===== config.mk =====
export PLATFORM = sky130hd
export DESIGN_NAME = c_subset_tokenizer_unit_flat
export DESIGN_NICKNAME = d
export VERILOG_FILES = /design/src/hdl/cst_pkg.sv /design/src/hdl/cst_if.sv /design/src/hdl/c_subset_tokenizer_unit.sv /design/src/hdl/cst_lexer.sv /design/src/hdl/cst_token_fifo.sv /design/src/flat_wrapper.sv
export SDC_FILE = /design/constraint.sdc
export NUM_CORES = 1
export LEC_CHECK = 0
export BUFFER_PORTS_ARGS = -buffer_cell sky130_fd_sc_hd__buf_4
export CORE_ASPECT_RATIO = 0.9
export CORE_UTILIZATION = 45
export CTS_BUF_LIST = sky130_fd_sc_hd__clkbuf_4 sky130_fd_sc_hd__clkbuf_8
export CTS_CLUSTER_DIAMETER = 40
export CTS_CLUSTER_SIZE = 20
export DETAILED_ROUTE_END_ITERATION = 7
export PLACE_DENSITY_LB_ADDON = 0.1
export SLEW_MARGIN = 20
export SYNTH_ARGS = -nofsm -noshare
export SYNTH_HDL_FRONTEND = slang
export SYNTH_SLANG_ARGS = --single-unit

===== constraint.sdc =====
create_clock -name clk -period 9.6 [get_ports clk]
set_input_delay 0.96 -clock clk [delete_from_list [all_inputs] [get_ports clk]]
set_output_delay 0.96 -clock clk [all_outputs]
set_load 0.05 [all_outputs]

===== src/hdl/cst_pkg.sv =====
// Shared types and constants for the C subset tokenizer.
// No dependencies; every other file refers to it by scoped names.
`timescale 1ns / 1ps

package cst_pkg;

	// Field widths
	localparam int KIND_BITS = 5;
	localparam int LEN_BITS  = 9;   // lexeme counter, saturates at 256
	localparam int TLEN_BITS = 8;   // reported length
	localparam int TLINE_BITS = 20; // reported line
	localparam int ERR_BITS  = 2;

	// Result queue geometry
	localparam int QDEPTH   = 4;
	localparam int QPTR_BITS = 2;
	localparam int QCNT_BITS = 3;

	// Token kinds
	localparam logic [KIND_BITS-1:0] K_IDENT  = 5'd0;
	localparam logic [KIND_BITS-1:0] K_NUM    = 5'd1;
	localparam logic [KIND_BITS-1:0] K_STR    = 5'd2;
	localparam logic [KIND_BITS-1:0] K_PLUS   = 5'd3;
	localparam logic [KIND_BITS-1:0] K_MINUS  = 5'd4;
	localparam logic [KIND_BITS-1:0] K_STAR   = 5'd5;
	localparam logic [KIND_BITS-1:0] K_DIV    = 5'd6;
	localparam logic [KIND_BITS-1:0] K_MOD    = 5'd7;
	localparam logic [KIND_BITS-1:0] K_ASSIGN = 5'd8;
	localparam logic [KIND_BITS-1:0] K_EQ     = 5'd9;
	localparam logic [KIND_BITS-1:0] K_NEQ    = 5'd10;
	localparam logic [KIND_BITS-1:0] K_LT     = 5'd11;
	localparam logic [KIND_BITS-1:0] K_LEQ    = 5'd12;
	localparam logic [KIND_BITS-1:0] K_GT     = 5'd13;
	localparam logic [KIND_BITS-1:0] K_GEQ    = 5'd14;
	localparam logic [KIND_BITS-1:0] K_SEMI   = 5'd15;
	localparam logic [KIND_BITS-1:0] K_LPA    = 5'd16;
	localparam logic [KIND_BITS-1:0] K_RPA    = 5'd17;
	localparam logic [KIND_BITS-1:0] K_LSB    = 5'd18;
	localparam logic [KIND_BITS-1:0] K_RSB    = 5'd19;
	localparam logic [KIND_BITS-1:0] K_BEGIN  = 5'd20;
	localparam logic [KIND_BITS-1:0] K_END    = 5'd21;
	localparam logic [KIND_BITS-1:0] K_COMMA  = 5'd22;
	localparam logic [KIND_BITS-1:0] K_EOF    = 5'd23;
	localparam logic [KIND_BITS-1:0] K_ERR    = 5'd24;

	// Error codes
	localparam logic [ERR_BITS-1:0] E_NONE    = 2'd0;
	localparam logic [ERR_BITS-1:0] E_BANG    = 2'd1;
	localparam logic [ERR_BITS-1:0] E_UNKNOWN = 2'd2;
	localparam logic [ERR_BITS-1:0] E_UNTERM  = 2'd3;

	// Character codes
	localparam logic [7:0] CH_SPACE = 8'h20;
	localparam logic [7:0] CH_TAB   = 8'h09;
	localparam logic [7:0] CH_CR    = 8'h0d;
	localparam logic [7:0] CH_NL    = 8'h0a;
	localparam logic [7:0] CH_SLASH = 8'h2f;
	localparam logic [7:0] CH_STAR  = 8'h2a;
	localparam logic [7:0] CH_UNDER = 8'h5f;
	localparam logic [7:0] CH_DOT   = 8'h2e;
	localparam logic [7:0] CH_QUOTE = 8'h22;
	localparam logic [7:0] CH_EQ    = 8'h3d;
	localparam logic [7:0] CH_BANG  = 8'h21;
	localparam logic [7:0] CH_LT    = 8'h3c;
	localparam logic [7:0] CH_GT    = 8'h3e;
	localparam logic [7:0] CH_PLUS  = 8'h2b;
	localparam logic [7:0] CH_MINUS = 8'h2d;
	localparam logic [7:0] CH_PCT   = 8'h25;
	localparam logic [7:0] CH_SEMI  = 8'h3b;
	localparam logic [7:0] CH_LPA   = 8'h28;
	localparam logic [7:0] CH_RPA   = 8'h29;
	localparam logic [7:0] CH_LSB   = 8'h5b;
	localparam logic [7:0] CH_RSB   = 8'h5d;
	localparam logic [7:0] CH_LCB   = 8'h7b;
	localparam logic [7:0] CH_RCB   = 8'h7d;
	localparam logic [7:0] CH_COMMA = 8'h2c;

	// One result item
	typedef struct packed {
		logic [KIND_BITS-1:0]  kind;
		logic [TLEN_BITS-1:0]  length;
		logic                  saturated;
		logic [TLINE_BITS-1:0] line;
		logic [ERR_BITS-1:0]   err;
		logic                  last;
	} token_t;

	// Results produced by one input transfer, in order
	typedef struct packed {
		logic [1:0] count;
		token_t     tok0;
		token_t     tok1;
	} emit_t;

endpackage


===== src/hdl/cst_if.sv =====
// Valid/ready channel interfaces for source bytes and tokens.
// Depends on cst_pkg for field widths.
`timescale 1ns / 1ps

interface cst_byte_if;
	logic       valid;
	logic       ready;
	logic [7:0] in_byte;
	logic       is_end;

	modport source (output valid, output in_byte, output is_end, input ready);
	modport sink (input valid, input in_byte, input is_end, output ready);
endinterface

interface cst_token_if;
	logic                           valid;
	logic                           ready;
	logic [cst_pkg::KIND_BITS-1:0]  token_kind;
	logic [cst_pkg::TLEN_BITS-1:0]  token_length;
	logic                           length_saturated;
	logic [cst_pkg::TLINE_BITS-1:0] token_line;
	logic [cst_pkg::ERR_BITS-1:0]   error_code;
	logic                           last_of_run;

	modport source (output valid, output token_kind, output token_length,
		output length_saturated, output token_line, output error_code,
		output last_of_run, input ready);
	modport sink (input valid, input token_kind, input token_length,
		input length_saturated, input token_line, input error_code,
		input last_of_run, output ready);
endinterface


===== src/hdl/c_subset_tokenizer_unit.sv =====
// Output: a token completed by a byte transfer is written into the token queue and leaves from its head.
// Throughput: one byte per cycle while the four-entry token queue has room for two results;
// a byte completing two tokens fills two queue slots and the queue drains one per transfer.
// Reset: arst_n clears the lexer to its start state, line one, and empties the token queue.
// Top level: joins cst_lexer and cst_token_fifo; depends on cst_pkg and cst_if.
`timescale 1ns / 1ps

module c_subset_tokenizer_unit #(
	parameter int LINE_BITS = 20
) (
	input  logic              clk,
	input  logic              arst_n,
	cst_byte_if.sink          chars,
	cst_token_if.source       tokens
);

	cst_pkg::emit_t  emit;
	cst_pkg::token_t head;
	logic            has_room;
	logic            step;

	// Accept a byte whenever two result slots are free
	assign chars.ready = has_room;
	assign step        = chars.valid && has_room;

	cst_lexer #(
		.LINE_BITS(LINE_BITS)
	) u_lexer (
		.clk     (clk),
		.arst_n  (arst_n),
		.step    (step),
		.in_byte (chars.in_byte),
		.is_end  (chars.is_end),
		.emit    (emit)
	);

	cst_token_fifo u_fifo (
		.clk       (clk),
		.arst_n    (arst_n),
		.push      (emit),
		.has_room  (has_room),
		.out_valid (tokens.valid),
		.out_ready (tokens.ready),
		.out_tok   (head)
	);

	// Drive the token channel from the queue head
	assign tokens.token_kind       = head.kind;
	assign tokens.token_length     = head.length;
	assign tokens.length_saturated = head.saturated;
	assign tokens.token_line       = head.line;
	assign tokens.error_code       = head.err;
	assign tokens.last_of_run      = head.last;

endmodule


===== src/hdl/cst_lexer.sv =====
// Lexer state registers and the per-byte transition logic.
// Produces up to two tokens per transfer; depends on cst_pkg.
`timescale 1ns / 1ps

module cst_lexer #(
	parameter int LINE_BITS = 20
) (
	input  logic                 clk,
	input  logic                 arst_n,
	input  logic                 step,
	input  logic [7:0]           in_byte,
	input  logic                 is_end,
	output cst_pkg::emit_t       emit
);

	localparam logic [3:0] S_START      = 4'd0;
	localparam logic [3:0] S_SLASH      = 4'd1;
	localparam logic [3:0] S_LINECOM    = 4'd2;
	localparam logic [3:0] S_BLOCK      = 4'd3;
	localparam logic [3:0] S_BLOCK_STAR = 4'd4;
	localparam logic [3:0] S_IDENT      = 4'd5;
	localparam logic [3:0] S_NUM_INT    = 4'd6;
	localparam logic [3:0] S_NUM_FRAC   = 4'd7;
	localparam logic [3:0] S_STRING     = 4'd8;
	localparam logic [3:0] S_EQ         = 4'd9;
	localparam logic [3:0] S_BANG       = 4'd10;
	localparam logic [3:0] S_LT         = 4'd11;
	localparam logic [3:0] S_GT         = 4'd12;

	localparam logic [LINE_BITS-1:0] LINE_ONE = LINE_BITS'(1);
	localparam logic [LINE_BITS-1:0] LINE_MAX = {LINE_BITS{1'b1}};
	localparam logic [cst_pkg::LEN_BITS-1:0] LEN_MAX =
		cst_pkg::LEN_BITS'(256);

	// Outcome of a byte seen in the start state
	typedef struct packed {
		logic [3:0]                   state;
		logic [cst_pkg::LEN_BITS-1:0] len;
		logic                         set_quote;
		logic                         bump;
		logic                         tok_v;
		logic [cst_pkg::KIND_BITS-1:0] kind;
		logic [cst_pkg::ERR_BITS-1:0]  err;
	} start_t;

	logic [3:0]                   state_q;
	logic [LINE_BITS-1:0]         line_q;
	logic [cst_pkg::LEN_BITS-1:0] len_q;
	logic [LINE_BITS-1:0]         sline_q;
	logic [7:0]                   quote_q;

	logic [3:0]                   nxt_state;
	logic [LINE_BITS-1:0]         nxt_line;
	logic [cst_pkg::LEN_BITS-1:0] nxt_len;
	logic [LINE_BITS-1:0]         nxt_sline;
	logic [7:0]                   nxt_quote;
	logic                         bump;
	logic                         use_start;
	logic                         pre_v;
	logic                         sec_v;
	cst_pkg::token_t              pre_tok;
	cst_pkg::token_t              sec_tok;
	start_t                       sb;
	logic [cst_pkg::LEN_BITS-1:0] len_inc;
	logic                         is_alpha;
	logic                         is_digit;

	function automatic start_t start_byte(input logic [7:0] c);
		start_t r;
		r.state     = S_START;
		r.len       = cst_pkg::LEN_BITS'(1);
		r.set_quote = 1'b0;
		r.bump      = 1'b0;
		r.tok_v     = 1'b1;
		r.kind      = cst_pkg::K_ERR;
		r.err       = cst_pkg::E_NONE;
		case (c) inside
			cst_pkg::CH_SPACE, cst_pkg::CH_TAB, cst_pkg::CH_CR: r.tok_v = 1'b0;
			cst_pkg::CH_NL: begin
				r.tok_v = 1'b0;
				r.bump  = 1'b1;
			end
			cst_pkg::CH_SLASH: begin
				r.tok_v = 1'b0;
				r.state = S_SLASH;
			end
			[8'h61:8'h7a], [8'h41:8'h5a], cst_pkg::CH_UNDER: begin
				r.tok_v = 1'b0;
				r.state = S_IDENT;
			end
			[8'h30:8'h39]: begin
				r.tok_v = 1'b0;
				r.state = S_NUM_INT;
			end
			cst_pkg::CH_QUOTE: begin
				r.tok_v     = 1'b0;
				r.state     = S_STRING;
				r.len       = '0;
				r.set_quote = 1'b1;
			end
			cst_pkg::CH_EQ: begin
				r.tok_v = 1'b0;
				r.state = S_EQ;
			end
			cst_pkg::CH_BANG: begin
				r.tok_v = 1'b0;
				r.state = S_BANG;
			end
			cst_pkg::CH_LT: begin
				r.tok_v = 1'b0;
				r.state = S_LT;
			end
			cst_pkg::CH_GT: begin
				r.tok_v = 1'b0;
				r.state = S_GT;
			end
			cst_pkg::CH_PLUS:  r.kind = cst_pkg::K_PLUS;
			cst_pkg::CH_MINUS: r.kind = cst_pkg::K_MINUS;
			cst_pkg::CH_STAR:  r.kind = cst_pkg::K_STAR;
			cst_pkg::CH_PCT:   r.kind = cst_pkg::K_MOD;
			cst_pkg::CH_SEMI:  r.kind = cst_pkg::K_SEMI;
			cst_pkg::CH_LPA:   r.kind = cst_pkg::K_LPA;
			cst_pkg::CH_RPA:   r.kind = cst_pkg::K_RPA;
			cst_pkg::CH_LSB:   r.kind = cst_pkg::K_LSB;
			cst_pkg::CH_RSB:   r.kind = cst_pkg::K_RSB;
			cst_pkg::CH_LCB:   r.kind = cst_pkg::K_BEGIN;
			cst_pkg::CH_RCB:   r.kind = cst_pkg::K_END;
			cst_pkg::CH_COMMA: r.kind = cst_pkg::K_COMMA;
			default:           r.err  = cst_pkg::E_UNKNOWN;
		endcase
		return r;
	endfunction

	// Build a token with length saturation and the reported line width
	function automatic cst_pkg::token_t make_tok(
		input logic [cst_pkg::KIND_BITS-1:0] kind,
		input logic [cst_pkg::LEN_BITS-1:0]  len,
		input logic [LINE_BITS-1:0]          line,
		input logic [cst_pkg::ERR_BITS-1:0]  err
	);
		cst_pkg::token_t t;
		t.kind      = kind;
		t.saturated = len[cst_pkg::LEN_BITS-1];
		t.length    = len[cst_pkg::LEN_BITS-1] ? {cst_pkg::TLEN_BITS{1'b1}}
			: len[cst_pkg::TLEN_BITS-1:0];
		t.line      = cst_pkg::TLINE_BITS'(line);
		t.err       = err;
		t.last      = 1'b0;
		return t;
	endfunction

	// Character classes and the saturating lexeme count
	assign is_alpha = (in_byte >= 8'h61 && in_byte <= 8'h7a) ||
		(in_byte >= 8'h41 && in_byte <= 8'h5a);
	assign is_digit = in_byte >= 8'h30 && in_byte <= 8'h39;
	assign len_inc  = (len_q == LEN_MAX) ? len_q : len_q + cst_pkg::LEN_BITS'(1);
	assign sb       = start_byte(in_byte);

	// Next state and the tokens this transfer completes
	always_comb begin
		nxt_state = state_q;
		nxt_len   = len_q;
		nxt_sline = sline_q;
		nxt_quote = quote_q;
		nxt_line  = line_q;
		bump      = 1'b0;
		use_start = 1'b0;
		pre_v     = 1'b0;
		pre_tok   = make_tok(cst_pkg::K_DIV, cst_pkg::LEN_BITS'(1), sline_q,
			cst_pkg::E_NONE);
		sec_v     = 1'b0;
		sec_tok   = make_tok(sb.kind, cst_pkg::LEN_BITS'(1), line_q, sb.err);
		if (is_end) begin
			pre_v = 1'b1;
			unique case (state_q)
				S_SLASH: ;
				S_BLOCK, S_BLOCK_STAR, S_STRING:
					pre_tok = make_tok(cst_pkg::K_ERR, '0, sline_q, cst_pkg::E_UNTERM);
				S_IDENT:
					pre_tok = make_tok(cst_pkg::K_IDENT, len_q, sline_q, cst_pkg::E_NONE);
				S_NUM_INT, S_NUM_FRAC:
					pre_tok = make_tok(cst_pkg::K_NUM, len_q, sline_q, cst_pkg::E_NONE);
				S_EQ:
					pre_tok = make_tok(cst_pkg::K_ASSIGN, cst_pkg::LEN_BITS'(1),
						sline_q, cst_pkg::E_NONE);
				S_BANG:
					pre_tok = make_tok(cst_pkg::K_ERR, cst_pkg::LEN_BITS'(1),
						sline_q, cst_pkg::E_BANG);
				S_LT:
					pre_tok = make_tok(cst_pkg::K_LT, cst_pkg::LEN_BITS'(1),
						sline_q, cst_pkg::E_NONE);
				S_GT:
					pre_tok = make_tok(cst_pkg::K_GT, cst_pkg::LEN_BITS'(1),
						sline_q, cst_pkg::E_NONE);
				default: pre_v = 1'b0;
			endcase
			// Close with end-of-input and return to the reset state
			sec_v     = 1'b1;
			sec_tok   = make_tok(cst_pkg::K_EOF, '0, line_q, cst_pkg::E_NONE);
			nxt_state = S_START;
			nxt_len   = '0;
			nxt_sline = LINE_ONE;
			nxt_quote = '0;
			nxt_line  = LINE_ONE;
		end else begin
			unique case (state_q)
				S_SLASH: begin
					if (in_byte == cst_pkg::CH_SLASH) nxt_state = S_LINECOM;
					else if (in_byte == cst_pkg::CH_STAR) nxt_state = S_BLOCK;
					else begin
						pre_v     = 1'b1;
						use_start = 1'b1;
					end
				end
				S_LINECOM: begin
					if (in_byte == cst_pkg::CH_NL) begin
						bump      = 1'b1;
						nxt_state = S_START;
					end
				end
				S_BLOCK, S_BLOCK_STAR: begin
					if (state_q == S_BLOCK_STAR && in_byte == cst_pkg::CH_SLASH)
						nxt_state = S_START;
					else if (in_byte == cst_pkg::CH_STAR) nxt_state = S_BLOCK_STAR;
					else begin
						bump      = in_byte == cst_pkg::CH_NL;
						nxt_state = S_BLOCK;
					end
				end
				S_IDENT: begin
					if (is_alpha || is_digit || in_byte == cst_pkg::CH_UNDER)
						nxt_len = len_inc;
					else begin
						pre_v     = 1'b1;
						pre_tok   = make_tok(cst_pkg::K_IDENT, len_q, sline_q,
							cst_pkg::E_NONE);
						use_start = 1'b1;
					end
				end
				S_NUM_INT, S_NUM_FRAC: begin
					if (is_digit) nxt_len = len_inc;
					else if (state_q == S_NUM_INT && in_byte == cst_pkg::CH_DOT) begin
						nxt_len   = len_inc;
						nxt_state = S_NUM_FRAC;
					end else begin
						pre_v     = 1'b1;
						pre_tok   = make_tok(cst_pkg::K_NUM, len_q, sline_q,
							cst_pkg::E_NONE);
						use_start = 1'b1;
					end
				end
				S_STRING: begin
					if (in_byte == quote_q) begin
						pre_v     = 1'b1;
						pre_tok   = make_tok(cst_pkg::K_STR, len_q, sline_q,
							cst_pkg::E_NONE);
						nxt_state = S_START;
					end else nxt_len = len_inc;
				end
				S_EQ, S_BANG, S_LT, S_GT: begin
					pre_v = 1'b1;
					if (in_byte == cst_pkg::CH_EQ) begin
						nxt_state = S_START;
						pre_tok   = make_tok(
							(state_q == S_EQ) ? cst_pkg::K_EQ :
							(state_q == S_BANG) ? cst_pkg::K_NEQ :
							(state_q == S_LT) ? cst_pkg::K_LEQ : cst_pkg::K_GEQ,
							cst_pkg::LEN_BITS'(2), sline_q, cst_pkg::E_NONE);
					end else begin
						use_start = 1'b1;
						pre_tok   = make_tok(
							(state_q == S_EQ) ? cst_pkg::K_ASSIGN :
							(state_q == S_BANG) ? cst_pkg::K_ERR :
							(state_q == S_LT) ? cst_pkg::K_LT : cst_pkg::K_GT,
							cst_pkg::LEN_BITS'(1), sline_q,
							(state_q == S_BANG) ? cst_pkg::E_BANG : cst_pkg::E_NONE);
					end
				end
				default: use_start = 1'b1;
			endcase
			// Restart lexing on this byte
			if (use_start) begin
				nxt_state = sb.state;
				nxt_len   = sb.len;
				nxt_sline = line_q;
				if (sb.set_quote) nxt_quote = in_byte;
				bump      = sb.bump;
				sec_v     = sb.tok_v;
			end
			if (bump && line_q != LINE_MAX) nxt_line = line_q + LINE_ONE;
		end
	end

	// Pack the tokens in order and mark the final one
	always_comb begin
		emit = '0;
		if (pre_v) begin
			emit.tok0      = pre_tok;
			emit.tok0.last = !sec_v;
			emit.tok1      = sec_tok;
			emit.tok1.last = 1'b1;
			emit.count     = sec_v ? 2'd2 : 2'd1;
		end else begin
			emit.tok0      = sec_tok;
			emit.tok0.last = 1'b1;
			emit.tok1      = sec_tok;
			emit.count     = sec_v ? 2'd1 : 2'd0;
		end
		if (!step) emit.count = 2'd0;
	end

	// Advance lexer state on each transfer
	always_ff @(posedge clk or negedge arst_n) begin
		if (!arst_n) begin
			state_q <= S_START;
			line_q  <= LINE_ONE;
			len_q   <= '0;
			sline_q <= LINE_ONE;
			quote_q <= '0;
		end else if (step) begin
			state_q <= nxt_state;
			line_q  <= nxt_line;
			len_q   <= nxt_len;
			sline_q <= nxt_sline;
			quote_q <= nxt_quote;
		end
	end

endmodule


===== src/hdl/cst_token_fifo.sv =====
// Four-entry result queue: takes up to two tokens per cycle, gives one if nonempty and out_ready.
// Depends on cst_pkg for the token and emit types.
`timescale 1ns / 1ps

module cst_token_fifo (
	input  logic            clk,
	input  logic            arst_n,
	input  cst_pkg::emit_t  push,
	output logic            has_room,
	output logic            out_valid,
	input  logic            out_ready,
	output cst_pkg::token_t out_tok
);

	cst_pkg::token_t                 mem_q [cst_pkg::QDEPTH];
	logic [cst_pkg::QPTR_BITS-1:0]   wr_q;
	logic [cst_pkg::QPTR_BITS-1:0]   rd_q;
	logic [cst_pkg::QCNT_BITS-1:0]   cnt_q;
	logic                            pop;
	logic [cst_pkg::QPTR_BITS-1:0]   wr_next;

	assign out_valid = cnt_q != '0;
	assign pop       = out_valid && out_ready;
	assign has_room  = cnt_q <= cst_pkg::QCNT_BITS'(cst_pkg::QDEPTH - 2);
	assign out_tok   = mem_q[rd_q];
	assign wr_next   = wr_q + cst_pkg::QPTR_BITS'(1);

	// Store incoming tokens
	always_ff @(posedge clk) begin
		if (push.count != 2'd0) mem_q[wr_q] <= push.tok0;
		if (push.count == 2'd2) mem_q[wr_next] <= push.tok1;
	end

	// Track pointers and occupancy
	always_ff @(posedge clk or negedge arst_n) begin
		if (!arst_n) begin
			wr_q  <= '0;
			rd_q  <= '0;
			cnt_q <= '0;
		end else begin
			wr_q  <= wr_q + cst_pkg::QPTR_BITS'(push.count);
			rd_q  <= rd_q + cst_pkg::QPTR_BITS'(pop);
			cnt_q <= cnt_q + cst_pkg::QCNT_BITS'(push.count) - cst_pkg::QCNT_BITS'(pop);
		end
	end

endmodule

===== src/flat_wrapper.sv =====
// flat-port wrapper written by rule: the top's interface ports become plain ports
module c_subset_tokenizer_unit_flat 
#(
	parameter int LINE_BITS = 20
)
  (clk, arst_n, chars_valid, chars_in_byte, chars_is_end, chars_ready, tokens_valid, tokens_token_kind, tokens_token_length, tokens_length_saturated, tokens_token_line, tokens_error_code, tokens_last_of_run, tokens_ready);
  cst_byte_if chars_i ();
  cst_token_if tokens_i ();
  input  logic clk;
  input  logic arst_n;
  input wire logic [$bits(chars_i.valid)-1:0] chars_valid;
  input wire logic [$bits(chars_i.in_byte)-1:0] chars_in_byte;
  input wire logic [$bits(chars_i.is_end)-1:0] chars_is_end;
  output wire logic [$bits(chars_i.ready)-1:0] chars_ready;
  output wire logic [$bits(tokens_i.valid)-1:0] tokens_valid;
  output wire logic [$bits(tokens_i.token_kind)-1:0] tokens_token_kind;
  output wire logic [$bits(tokens_i.token_length)-1:0] tokens_token_length;
  output wire logic [$bits(tokens_i.length_saturated)-1:0] tokens_length_saturated;
  output wire logic [$bits(tokens_i.token_line)-1:0] tokens_token_line;
  output wire logic [$bits(tokens_i.error_code)-1:0] tokens_error_code;
  output wire logic [$bits(tokens_i.last_of_run)-1:0] tokens_last_of_run;
  input wire logic [$bits(tokens_i.ready)-1:0] tokens_ready;
  assign chars_i.valid = chars_valid;
  assign chars_i.in_byte = chars_in_byte;
  assign chars_i.is_end = chars_is_end;
  assign chars_ready = chars_i.ready;
  assign tokens_valid = tokens_i.valid;
  assign tokens_token_kind = tokens_i.token_kind;
  assign tokens_token_length = tokens_i.token_length;
  assign tokens_length_saturated = tokens_i.length_saturated;
  assign tokens_token_line = tokens_i.token_line;
  assign tokens_error_code = tokens_i.error_code;
  assign tokens_last_of_run = tokens_i.last_of_run;
  assign tokens_i.ready = tokens_ready;
  c_subset_tokenizer_unit #(.LINE_BITS(LINE_BITS)) u_core (.clk(clk), .arst_n(arst_n), .chars(chars_i), .tokens(tokens_i));
endmodule

==> results.toml, run 1 <==
[grt]
grt_max_degree = 69
globalRouteTotalUtil_pct = 25.6
global_route.overflow_total = 0
grt_first_pass_wirelength_um = 53800
grt_pass1_vias = 8944
antenna_violations_before_repair = 0

[detailed_routing]
drt-pass1-iter-count = 5
detailedRoute.firstIterationViolations = 944
mean_routed_wirelength_per_cell_um = 23.5
remaining_drc_errors = 0
ant_nets = 0
routed-via-count = 9456
finalWirelength_um = 34600
via_per_inst = 6.41

[final_layout]
multi_input_area_um2 = 5660
design_area_um2 = 13300
fillCellCount = 2370
seqCellArea_um2 = 5790
antenna_diode_count = 0
finish.net_count = 1126
area_growth_pct = 10.8
post_layout_nonfiller_instances = 1475
layout_cells_sized_above_1_pct = 16.8

[power_and_ir_drop]
power.density_cell_area_nw_per_um2 = 254
swShare_pct = 40.9
total_leakage_power_nw = 4.82
vdd.ir_drop.worst_mv = 0.140
seqPwrFrac_pct = 35.4
clock_power_share_pct = 26.1
combinationalPowerShare_pct = 38.6
power_report.internal_total_w = 0.00199
switchingPower_w = 0.00138

[clock_tree]
cts.repair_timing.setup_buffer_count = 0
cts_hold_buf = 0
clockBufferDepth = 3
cts_tree = "done"
cts_made_buffers = 30
cts-resized-gates = 0
clk_latency_ps = 620
cts_num_sinks = 216
clkSlewWorstSetupHoldPaths_ps = 70
htree_num_levels = 1
cts.root.buffer_cell = "sky130_fd_sc_hd__clkbuf_8"

[worst_setup_path]
cp-end-kind = "flip-flop"
worstSetupPathType = "flip-flop to flip-flop"
worstPathMaxFanout = 27
cp-start-kind = "flip-flop"
timing.critical_path.required_ps = 9840
cp_data_arrival_time_ps = 5840

[logic_synthesis]
ys_warn_count = 0
async_reset_ff_share_pct = 31.5
syn-cell-area_um2 = 12000
synthDistinctLibCells = 80
netlist_instances = 1111
synth_seq_area_share_pct = 48.4
synth.ff_latch_count = 216
synth_fp_nets = 1134
number_of_synthesized_flops_with_an_enable_pin = 112
post_synth.cell_area_avg_um2 = 10.8
synth-main-ff-cell = "sky130_fd_sc_hd__edfxtp_1"

[floorplan]
chipWidth_um = 174
initial_core_util_pct = 45.9
floorplan.io_pins = 52
die_h_um = 157
design.core.area_um2 = 26100
die_area_um2 = 27200
num_rows = 56

[placement]
dpl.cell_count = 1419
placed_cell_area_um2 = 12500
place_hpwl_um = 22200
final_weighted_congestion_of_routability_driven_global_placement = 0.919
numPortBuffers = 51

[sta]
report.final.hold_viol_count = 0
timing.final.setup_violations = 0
relSlewSlack_pct = 14.9
period_share_pct = 58.3
finClkSkew_ps = 46.8
timing.setup.tns_ps = 0
timing_max_transition_violations_final = 0
min_period_ps = 5590
slew_of_the_pin_with_the_lowest_slew_margin_ps = 1270
unrepaired_setup_endpoints_after_global_routing = "false"
maxClockFrequency_mhz = 179

[job]
maxCapViolations = 0

[status]
run_status = "completed"

[hold_path]
hp-class = "flip-flop to flip-flop"
metal layers:
metal  wire length, um  vias up  GRT usage, %
met4               597        0          5.97
li1                  -     4355             -
met1             16100     4684          38.5
met5                 0        -             0
met3              2770       45          4.18
met2             15200      372          38.5
flip-flops by register name, indices dropped and copies added (netlist names):
| register | flops |
|---|---|
| u_core.u_fifo.wr_q | 2 |
| u_core.u_fifo.rd_q | 2 |
| u_core.u_lexer.len_q | 9 |
| u_core.u_fifo.cnt_q | 3 |
| u_core.u_lexer.quote_q | 8 |
| u_core.u_fifo.mem_q | 148 |
| u_core.u_lexer.sline_q | 20 |
| u_core.u_lexer.line_q | 20 |
| u_core.u_lexer.state_q | 4 |
kinds of logic (layout without fill, tap and decap cells):
family / after synthesis / after routing / share of synthesized area [%]
AO/OA/AOI/OAI: 333 / 333 / 20.7
AND/OR/NAND/NOR: 361 / 361 / 16.5
multiplexers: 46 / 46 / 7.73
buffers and inverters: 131 / 147 / 4.53
adder cells (fa/ha/maj): 10 / 10 / 1.11
XOR/XNOR: 14 / 14 / 1.02
flip-flops: 216 / 216 / 48.4
cell usage in the layout, fill, tap and decap left out, types with 17 or more instances in the layout:
master / count
sky130_fd_sc_hd__o22ai_1: 25
sky130_fd_sc_hd__a221o_1: 27
sky130_fd_sc_hd__or3_1: 25
sky130_fd_sc_hd__clkbuf_8: 33
sky130_fd_sc_hd__mux4_2: 37
sky130_fd_sc_hd__dfxtp_1: 36
sky130_fd_sc_hd__dfrtp_1: 64
sky130_fd_sc_hd__o31ai_1: 20
sky130_fd_sc_hd__o21ai_0: 54
sky130_fd_sc_hd__a21oi_1: 44
sky130_fd_sc_hd__inv_1: 19
sky130_fd_sc_hd__a22o_1: 80
sky130_fd_sc_hd__edfxtp_1: 112
sky130_fd_sc_hd__nor2_1: 56
sky130_fd_sc_hd__and3_1: 36
sky130_fd_sc_hd__nand3_1: 41
sky130_fd_sc_hd__buf_4: 71
sky130_fd_sc_hd__nor3_1: 17
sky130_fd_sc_hd__and2_1: 18
sky130_fd_sc_hd__nand2_1: 84
sky130_fd_sc_hd__or4_1: 18
final timing paths:
check                                                             from  cells past startpoint  slack (ps)                                     end
worst max-delay path             u_core.u_lexer.state_q[1]$_DFFE_PN0P_                     11        4010     u_core.u_fifo.mem_q[3][2]$_DFFE_PP_
worst min-delay path            u_core.u_fifo.mem_q[0][1]$_SDFFE_PP0P_                      2         480  u_core.u_fifo.mem_q[0][1]$_SDFFE_PP0P_
worst max register to register   u_core.u_lexer.state_q[1]$_DFFE_PN0P_                     11        4010     u_core.u_fifo.mem_q[3][2]$_DFFE_PP_
worst min register to register  u_core.u_fifo.mem_q[0][1]$_SDFFE_PP0P_                      2         480  u_core.u_fifo.mem_q[0][1]$_SDFFE_PP0P_
max in group asynchronous                                       arst_n                      1        8460    u_core.u_lexer.line_q[7]$_DFFE_PN0P_
min in group asynchronous                                       arst_n                      1         500         u_core.u_fifo.wr_q[1]$_DFF_PN0_
power groups by stage:
stage / Clock, W / Sequential (W) / Combinational [W]
floorplan: 0 / 0.00114 / 0.000997
global placement: 0 / 0.00121 / 0.00129
detailed placement: 0 / 0.00121 / 0.00130
CTS: 0.000896 / 0.00119 / 0.00130
global route: 0.000934 / 0.00120 / 0.00139
finish: 0.000878 / 0.00119 / 0.00130
per-stage QoR:
stage | hold slack (ps) | utilization (%) | setup WS [ps] | power, W
3_3_place_gp | 458 | 47.9 | 3960 | 0.00250
3_5_place_dp | 471 | 47.9 | 3780 | 0.00251
2_1_floorplan | 438 | - | 4660 | 0.00213
5_1_grt | 496 | 50.9 | 3590 | 0.00353
6_report | 479 | 50.9 | 4010 | 0.00337
4_1_cts | 486 | 50.9 | 4120 | 0.00339
worst max-delay path, stage by stage, from the launching register on:
cell and delay, ps:
sky130_fd_sc_hd__dfrtp_1 790, sky130_fd_sc_hd__o21ai_1 470, sky130_fd_sc_hd__nor3b_1 300, sky130_fd_sc_hd__or3_1 410, sky130_fd_sc_hd__o41ai_4 900, sky130_fd_sc_hd__inv_2 240
sky130_fd_sc_hd__ha_1 400, sky130_fd_sc_hd__nor2_1 60, sky130_fd_sc_hd__nor2_1 280, sky130_fd_sc_hd__nand3_1 650, sky130_fd_sc_hd__nand2_1 320, sky130_fd_sc_hd__buf_4 400
Yosys cell counts (5+ instances only):
cell                         n  area share, %
sky130_fd_sc_hd__a211o_1     5           0.37
sky130_fd_sc_hd__a21oi_1    44            1.8
sky130_fd_sc_hd__a221o_1    27            2.3
sky130_fd_sc_hd__a22o_1     80            5.9
sky130_fd_sc_hd__a31oi_1     8           0.42
sky130_fd_sc_hd__and2_1     18           0.94
sky130_fd_sc_hd__and3_1     36            1.9
sky130_fd_sc_hd__buf_1      13           0.41
sky130_fd_sc_hd__buf_2      19           0.79
sky130_fd_sc_hd__buf_4       7           0.44
sky130_fd_sc_hd__clkbuf_1   72            2.3
sky130_fd_sc_hd__dfrtp_1    66             14
sky130_fd_sc_hd__dfxtp_1    36            6.0
sky130_fd_sc_hd__edfxtp_1  112             28
sky130_fd_sc_hd__ha_1        9           0.94
sky130_fd_sc_hd__inv_1      19           0.60
sky130_fd_sc_hd__mux2i_1     8           0.67
sky130_fd_sc_hd__mux4_2     37            7.0
sky130_fd_sc_hd__nand2_1    84            2.6
sky130_fd_sc_hd__nand3_1    41            1.7
sky130_fd_sc_hd__nand4_1     9           0.47
sky130_fd_sc_hd__nor2_1     56            1.8
sky130_fd_sc_hd__nor2b_1    11           0.58
sky130_fd_sc_hd__nor3_1     17           0.71
sky130_fd_sc_hd__nor3b_1     5           0.31
sky130_fd_sc_hd__nor4_1      7           0.37
sky130_fd_sc_hd__nor4b_1     5           0.37
sky130_fd_sc_hd__o211ai_1    7           0.44
sky130_fd_sc_hd__o21a_1      8           0.50
sky130_fd_sc_hd__o21ai_0    54            2.3
sky130_fd_sc_hd__o21ai_1     5           0.21
sky130_fd_sc_hd__o22ai_1    25            1.3
sky130_fd_sc_hd__o31ai_1    20            1.3
sky130_fd_sc_hd__o32ai_1     9           0.66
sky130_fd_sc_hd__or2_2       6           0.31
sky130_fd_sc_hd__or3_1      25            1.3
sky130_fd_sc_hd__or4_1      18            1.1
sky130_fd_sc_hd__xnor2_1    11           0.81
layout make-up:
class | instances | share of cell area (%)
Inverter | 20 | 0.566
Multi-Input combinational cell | 764 | 42.7
Clock inverter | 22 | 2.30
Sequential cell | 216 | 43.7
Clock buffer | 34 | 3.48
Timing Repair Buffer | 71 | 4.02
Tap cell | 348 | 3.28
Note: power is estimated with default switching activity, not from simulation.
==> run 2, diff against run 1 <==
==> constraint.sdc (replaced) <==
create_clock -name clk -period 5.35 [get_ports clk]
set_input_delay 0.535 -clock clk [delete_from_list [all_inputs] [get_ports clk]]
set_output_delay 0.535 -clock clk [all_outputs]
set_load 0.05 [all_outputs]
==> run 2 against run 1 <==
Design area rose by 1.3%. Sequential power is 85% higher. Critical path depth up 1. Largest cell class unchanged. Critical endpoint is now u_core.u_fifo.mem_q[3][16]$_DFFE_PP_. Critical path type unchanged. Die area unchanged. Highest routed layer unchanged. Worst hold slack lost 400 ps.
==> results.toml, run 2 (same netlist as run 1, synthesis figures left out) <==
[status]
run_status = "completed"

[grt]
global_route.overflow_total = 0
globalRouteTotalUtil_pct = 25.5
grt_pass1_vias = 9149
antenna_violations_before_repair = 0
grt_first_pass_wirelength_um = 53900
grt_max_degree = 69

[worst_setup_path]
critical_path.reg2reg.startpoint = "u_core.u_lexer.state_q[3]$_DFFE_PN0P_"
timing.critical_path.required_ps = 5600
cp-end-kind = "flip-flop"
cp_data_arrival_time_ps = 4600
r2r_slack_ps = 1000
cp-start-kind = "flip-flop"
cp_slowest_cell = "sky130_fd_sc_hd__dfrtp_1"
cp_slowest_stage_delay_ps = 610
timing.reg2reg.worst_path_depth = 12
worstSetupPathType = "flip-flop to flip-flop"
crit_chain = "buf_4 > inv_1 > nor3b_1 > or3_1 > o41ai_4 > inv_2 > ha_1 > nor2_1 > nor2_1 > nand3_1 > nand2_1 > buf_4"
worstReg2RegEnd = "u_core.u_fifo.mem_q[3][16]$_DFFE_PP_"
worstPathMaxFanout = 27

[sta]
relSlewSlack_pct = 29.5
timing.final.setup_violations = 0
finClkSkew_ps = 19.6
slew_of_the_pin_with_the_lowest_slew_margin_ps = 1060
timing_max_transition_violations_final = 0
min_period_ps = 4350
maxClockFrequency_mhz = 230
unrepaired_setup_endpoints_after_global_routing = "false"
period_share_pct = 81.3
timing.setup.tns_ps = 0
report.final.hold_viol_count = 0

[final_layout]
layout.cells.most_common = "sky130_fd_sc_hd__edfxtp_1"
area_growth_pct = 12.3
mostFrequentLayoutCells = "sky130_fd_sc_hd__edfxtp_1, sky130_fd_sc_hd__buf_4, sky130_fd_sc_hd__nand2_1"
largest_reg_flops = 148
design_area_um2 = 13400
finish.net_count = 1144
layout_top_registers = "u_core.u_fifo.mem_q: 148 flops, u_core.u_lexer.line_q: 20 flops, u_core.u_lexer.sline_q: 20 flops"
layout_cells_sized_above_1_pct = 18.2
antenna_diode_count = 0
largest-register = "u_core.u_fifo.mem_q"

[clock_tree]
cts_hold_buf = 0
cts_tree = "done"
clkSlewWorstSetupHoldPaths_ps = 80
cts_made_buffers = 31
cts.root.buffer_cell = "sky130_fd_sc_hd__clkbuf_8"
cts-resized-gates = 0
clockBufferDepth = 3
cts.repair_timing.setup_buffer_count = 0
clk_latency_ps = 600
cts_num_sinks = 216
htree_num_levels = 1

[detailed_routing]
finalWirelength_um = 34500
via_per_inst = 6.40
detailedRoute.firstIterationViolations = 953
routed-via-count = 9561
ant_nets = 0
remaining_drc_errors = 0
mean_routed_wirelength_per_cell_um = 23.1
drt-pass1-iter-count = 5

[floorplan]
floorplan.io_pins = 52
num_rows = 56
die_area_um2 = 27200
chipWidth_um = 174
die_h_um = 157
initial_core_util_pct = 45.9
design.core.area_um2 = 26100

[power_and_ir_drop]
vdd.ir_drop.worst_mv = 0.223
clock_power_share_pct = 27.3
power.density_cell_area_nw_per_um2 = 462
combinationalPowerShare_pct = 37.3
seqPwrFrac_pct = 35.5
swShare_pct = 40.2
power_report.internal_total_w = 0.00372
total_leakage_power_nw = 4.92
switchingPower_w = 0.00250

[placement]
placed_cell_area_um2 = 12600
final_weighted_congestion_of_routability_driven_global_placement = 0.906
place_hpwl_um = 22500
numPortBuffers = 51

[hold_path]
hp-class = "input port to asynchronous set/reset pin"

[job]
maxCapViolations = 0
run 2: how the worst max path moves through the flow:
| stage | startpoint | endpoint | cells past startpoint | slack, ps |
|---|---|---|---|---|
| 4_1_cts | u_core.u_lexer.state_q[3]$_DFFE_PN0P_ | u_core.u_fifo.mem_q[2][20]$_DFFE_PP_ | 13 | 1050 |
| 3_3_place_gp | chars_in_byte[0] | u_core.u_fifo.mem_q[3][15]$_DFFE_PP_ | 14 | 850 |
| 5_1_grt | u_core.u_lexer.state_q[0]$_DFFE_PN0P_ | u_core.u_fifo.mem_q[3][16]$_DFFE_PP_ | 12 | 710 |
| 6_report | u_core.u_lexer.state_q[3]$_DFFE_PN0P_ | u_core.u_fifo.mem_q[3][16]$_DFFE_PP_ | 12 | 1000 |
| 3_5_place_dp | chars_in_byte[0] | u_core.u_fifo.mem_q[2][20]$_DFFE_PP_ | 15 | 800 |
| 2_1_floorplan | chars_in_byte[0] | u_core.u_fifo.mem_q[3][0]$_DFFE_PP_ | 13 | 840 |
run 2: final cells by class:
type,count,area (um^2)
Tap cell,348,435
Sequential cell,216,5790
Fill cell,2371,12600
Timing Repair Buffer,88,661
Inverter,20,75.1
Clock inverter,21,334
Multi-Input combinational cell,764,5660
Clock buffer,37,484
run 2: power by group through the flow:
stage               clock (W)  combinational [W]  sequential, W
global placement            0            0.00230        0.00224
floorplan                   0            0.00179        0.00204
detailed placement          0            0.00231        0.00224
CTS                   0.00173            0.00232        0.00220
global route          0.00180            0.00246        0.00223
finish                0.00169            0.00232        0.00220
run 2: per-layer routing:
| layer | routed length, um | GRT usage [%] |
|---|---|---|
| met1 | 16100 | 38.0 |
| met2 | 15100 | 38.3 |
| met3 | 2600 | 4.08 |
| met4 | 712 | 6.93 |
| met5 | 0 | 0 |
run 2: through the flow:
step | std cells | setup WS [ps] | total power, W | utilization [%] | hold slack, ps
2_1_floorplan | 1111 | 839 | 0.00383 | - | 239
3_3_place_gp | 1436 | 850 | 0.00454 | 48.4 | 447
3_5_place_dp | 1436 | 803 | 0.00455 | 48.4 | 461
4_1_cts | 1494 | 1050 | 0.00625 | 51.5 | 94.4
5_1_grt | 1494 | 705 | 0.00649 | 51.5 | 134
6_report | 1494 | 1000 | 0.00621 | 51.5 | 79.6
run 2: critical path: cells and delay by family (launching register included):
kind,cells,cell delay (ps)
AOI/OAI and AO/OA,1,410
adders and majority gates,1,350
and+or+nand+nor,6,1450
DFF,1,610
buffers and inverters,4,1150
==> run 3, diff against run 2 <==
--- a/config.mk
+++ b/config.mk
@@ -5,6 +5,7 @@
 export SDC_FILE = /design/constraint.sdc
 export NUM_CORES = 1
 export LEC_CHECK = 0
+export ABC_AREA = 1
 export BUFFER_PORTS_ARGS = -buffer_cell sky130_fd_sc_hd__buf_4
 export CORE_ASPECT_RATIO = 0.9
 export CORE_UTILIZATION = 45
==> constraint.sdc (replaced) <==
create_clock -name clk -period 4.23 [get_ports clk]
set_input_delay 0.423 -clock clk [delete_from_list [all_inputs] [get_ports clk]]
set_output_delay 0.423 -clock clk [all_outputs]
set_load 0.05 [all_outputs]
==> run 3 against run 2 <==
The flow now finishes with violations (hold timing). Sequential share of layout area is 1.3 points lower. Global-route usage is 0.26 points higher. Final cell count is 35% higher. Combinational power is 70% higher. Critical path depth is 4 higher. Design area is 3.0% higher. Maximum frequency is 15% higher. Worst setup slack worse by 540 ps. Power is 40% higher. Largest cell class unchanged. Largest power group unchanged. Highest routed layer unchanged.
==> results.toml, run 3 <==
[status]
run_status = "complete, but fails checks"
failed_checks = "hold timing"

[power_and_ir_drop]
power_total_w = 0.00872
power_report.internal_total_w = 0.00469
combinationalPowerShare_pct = 45.2
swShare_pct = 46.2
power.density_cell_area_nw_per_um2 = 630
switchingPower_w = 0.00403
total_leakage_power_nw = 6.13
clock_power_share_pct = 24.2
vdd.ir_drop.worst_mv = 0.450
seqPwrFrac_pct = 30.5

[worst_setup_path]
worstSetupPathType = "flip-flop to flip-flop"
cp_slowest_cell = "sky130_fd_sc_hd__nor2_1"
cp_data_arrival_time_ps = 3990
timing.critical_path.required_ps = 4450
cp-start-kind = "flip-flop"
cp_slowest_stage_delay_ps = 660
crit_family = "simple AND/OR/NAND/NOR gates"
cp-end-kind = "flip-flop"
worstPathMaxFanout = 28
worstPathBufferInverterCount = 7
crit_chain = "nor2_1 > inv_1 > o21ai_0 > nand2_1 > nand2_2 > inv_2 > ha_1 > inv_1 > nor2_1 > inv_1 > nor2_1 > nand2_1 > clkinv_1 > nor2_1 > inv_1 > buf_4"

[grt]
antenna_violations_before_repair = 0
grt_first_pass_wirelength_um = 57100
grt_pass1_vias = 10145
globalRouteTotalUtil_pct = 25.8
grt_max_degree = 76
global_route.overflow_total = 0

[final_layout]
layout_cells_sized_above_1_pct = 13.9
largest_reg_flops = 148
mostFrequentLayoutCells = "sky130_fd_sc_hd__nand2_1, sky130_fd_sc_hd__nand3_1, sky130_fd_sc_hd__nor2_1"
post-route-util_pct = 50.9
finish.net_count = 1654
post_layout_nonfiller_instances = 2013
area_growth_pct = 10.6
layout_top_registers = "u_core.u_fifo.mem_q: 148 flops, u_core.u_lexer.line_q: 20 flops, u_core.u_lexer.sline_q: 20 flops"
antenna_diode_count = 0
largest-register = "u_core.u_fifo.mem_q"
layout.cells.most_common = "sky130_fd_sc_hd__nand2_1"

[detailed_routing]
finalWirelength_um = 35700
mean_routed_wirelength_per_cell_um = 17.7
ant_nets = 0
detailedRoute.firstIterationViolations = 1041
via_per_inst = 5.45
routed-via-count = 10967
drt-pass1-iter-count = 6
remaining_drc_errors = 0

[logic_synthesis]
synth_common_cells = "sky130_fd_sc_hd__nand2_1, sky130_fd_sc_hd__nand3_1, sky130_fd_sc_hd__nor2_1, sky130_fd_sc_hd__o21ai_0, sky130_fd_sc_hd__inv_1"
ys_warn_count = 0
synth_seq_area_share_pct = 46.3
synthMostInstantiatedCell = "sky130_fd_sc_hd__nand2_1"
async_reset_ff_share_pct = 31.5
synth_top_area_share_pct = 26.9
netlist_instances = 1606
syn-cell-area_um2 = 12500
synth-main-ff-cell = "sky130_fd_sc_hd__edfxtp_1"
post_synth.cell_area_avg_um2 = 7.79
synthDistinctLibCells = 46
synth.ff_latch_count = 216
number_of_synthesized_flops_with_an_enable_pin = 112
synth_area_leaders = "sky130_fd_sc_hd__edfxtp_1, sky130_fd_sc_hd__nand2_1, sky130_fd_sc_hd__dfrtp_1, sky130_fd_sc_hd__nand3_1, sky130_fd_sc_hd__dfxtp_1"
synth_area_leader_cell = "sky130_fd_sc_hd__edfxtp_1"
synth_fp_nets = 1629

[clock_tree]
htree_num_levels = 2
cts_num_sinks = 216
cts.root.buffer_cell = "sky130_fd_sc_hd__clkbuf_8"
cts_tree = "done"
cts_made_buffers = 36
clk_latency_ps = 560
clockBufferDepth = 3
cts_hold_buf = 0
cts.repair_timing.setup_buffer_count = 0
cts-resized-gates = 0
clkSlewWorstSetupHoldPaths_ps = 90

[floorplan]
initial_core_util_pct = 46.0
chipWidth_um = 178
design.core.area_um2 = 27200
die_area_um2 = 28500
num_rows = 57
die_h_um = 160
floorplan.io_pins = 52

[sta]
timing_max_transition_violations_final = 0
maxClockFrequency_mhz = 266
timing.setup.tns_ps = 0
period_share_pct = 89.0
report.final.hold_viol_count = 1
slew_of_the_pin_with_the_lowest_slew_margin_ps = 931
finClkSkew_ps = 34.8
holdWs_ps = -4.08
unrepaired_setup_endpoints_after_global_routing = "false"
timing.final.setup_violations = 0
relSlewSlack_pct = 37.9
min_period_ps = 3770

[placement]
dpl.cell_count = 1947
final_weighted_congestion_of_routability_driven_global_placement = 0.907
numPortBuffers = 51
place_hpwl_um = 23400

[job]
maxCapViolations = 0

[hold_path]
hp-class = "input port to asynchronous set/reset pin"
==> run 3: changes by cell type after synthesis, sizes merged, moves of 38 or more <==
cell / previous run / this run
o21ai: 59 / 166
nand3: 41 / 191
clkbuf: 72 / 34
a22o: 80 / 0
nor2: 56 / 177
nand2: 84 / 482
inv: 20 / 127
==> run 3: path summary, 6_finish.rpt <==
path                                                              start                                      end  slack (ps)  cells after the start
worst max register to register    u_core.u_lexer.state_q[2]$_DFFE_PN0P_     u_core.u_fifo.mem_q[3][22]$_DFFE_PP_         460                     16
worst min-delay path                                             arst_n          u_core.u_fifo.rd_q[1]$_DFF_PN0_          -4                      1
max in group asynchronous                                        arst_n   u_core.u_lexer.sline_q[10]$_DFFE_PN0P_        3580                      1
worst min register to register  u_core.u_fifo.mem_q[2][31]$_SDFFE_PP0P_  u_core.u_fifo.mem_q[2][31]$_SDFFE_PP0P_         450                      2
worst max-delay path              u_core.u_lexer.state_q[2]$_DFFE_PN0P_     u_core.u_fifo.mem_q[3][22]$_DFFE_PP_         460                     16
min in group clk                                       chars_in_byte[5]    u_core.u_lexer.quote_q[1]$_DFFE_PN0P_         230                      3
==> run 3: stage by stage <==
step | instance area (um^2) | setup slack [ps]
global placement | 13000 | 485
floorplan | 12500 | 700
CTS | 13800 | 500
detailed placement | 13000 | 370
global route | 13800 | 154
finish | 13800 | 464
==> run 3: power by group through the flow <==
stage	Clock (W)	Sequential, W	Combinational, W
after floorplan	0	0.00267	0.00282
after global placement	0	0.00270	0.00393
after detailed placement	0	0.00270	0.00396
after CTS	0.00216	0.00266	0.00396
after global routing	0.00225	0.00269	0.00426
final	0.00211	0.00266	0.00394
==> run 3: worst reg2reg max path, cell delays in order, from the launching register on <==
cell                       delay, ps
sky130_fd_sc_hd__dfrtp_1         450
sky130_fd_sc_hd__nor2_1          270
sky130_fd_sc_hd__inv_1           110
sky130_fd_sc_hd__o21ai_0         250
sky130_fd_sc_hd__nand2_1         250
sky130_fd_sc_hd__nand2_2         150
sky130_fd_sc_hd__inv_2            40
sky130_fd_sc_hd__ha_1            260
sky130_fd_sc_hd__inv_1            80
sky130_fd_sc_hd__nor2_1           70
sky130_fd_sc_hd__inv_1           100
sky130_fd_sc_hd__nor2_1           80
sky130_fd_sc_hd__nand2_1         160
sky130_fd_sc_hd__clkinv_1        110
sky130_fd_sc_hd__nor2_1          660
sky130_fd_sc_hd__inv_1           100
sky130_fd_sc_hd__buf_4           290
==> run 3: cell type report <==
class	instances	area (um^2)
Timing Repair Buffer	78	586
Tap cell	354	443
Multi-Input combinational cell	1167	5700
Clock inverter	27	287
Clock buffer	39	537
Sequential cell	216	5790
Inverter	132	498
Fill cell	2669	13300
==> run 3: cells by family after synthesis <==
logic type,Yosys count,share of synthesized area [%]
fa+ha+maj,10,1.06
buf+inv,223,8.21
compound gates,225,9.81
flops,216,46.3
simple gates,900,32.4
xor+xnor,32,2.24
==> run 3: metal layers <==
layer / share of wire (%) / vias to the layer above / routed length (um) / track usage [%]
met4: 1.8 / 0 / 653 / 6.33
met2: 42 / 382 / 15100 / 38.7
met3: 7.2 / 55 / 2570 / 4.14
li1: - / 5384 / - / -
met1: 49 / 5146 / 17400 / 38.4
met5: 0 / - / 0 / 0
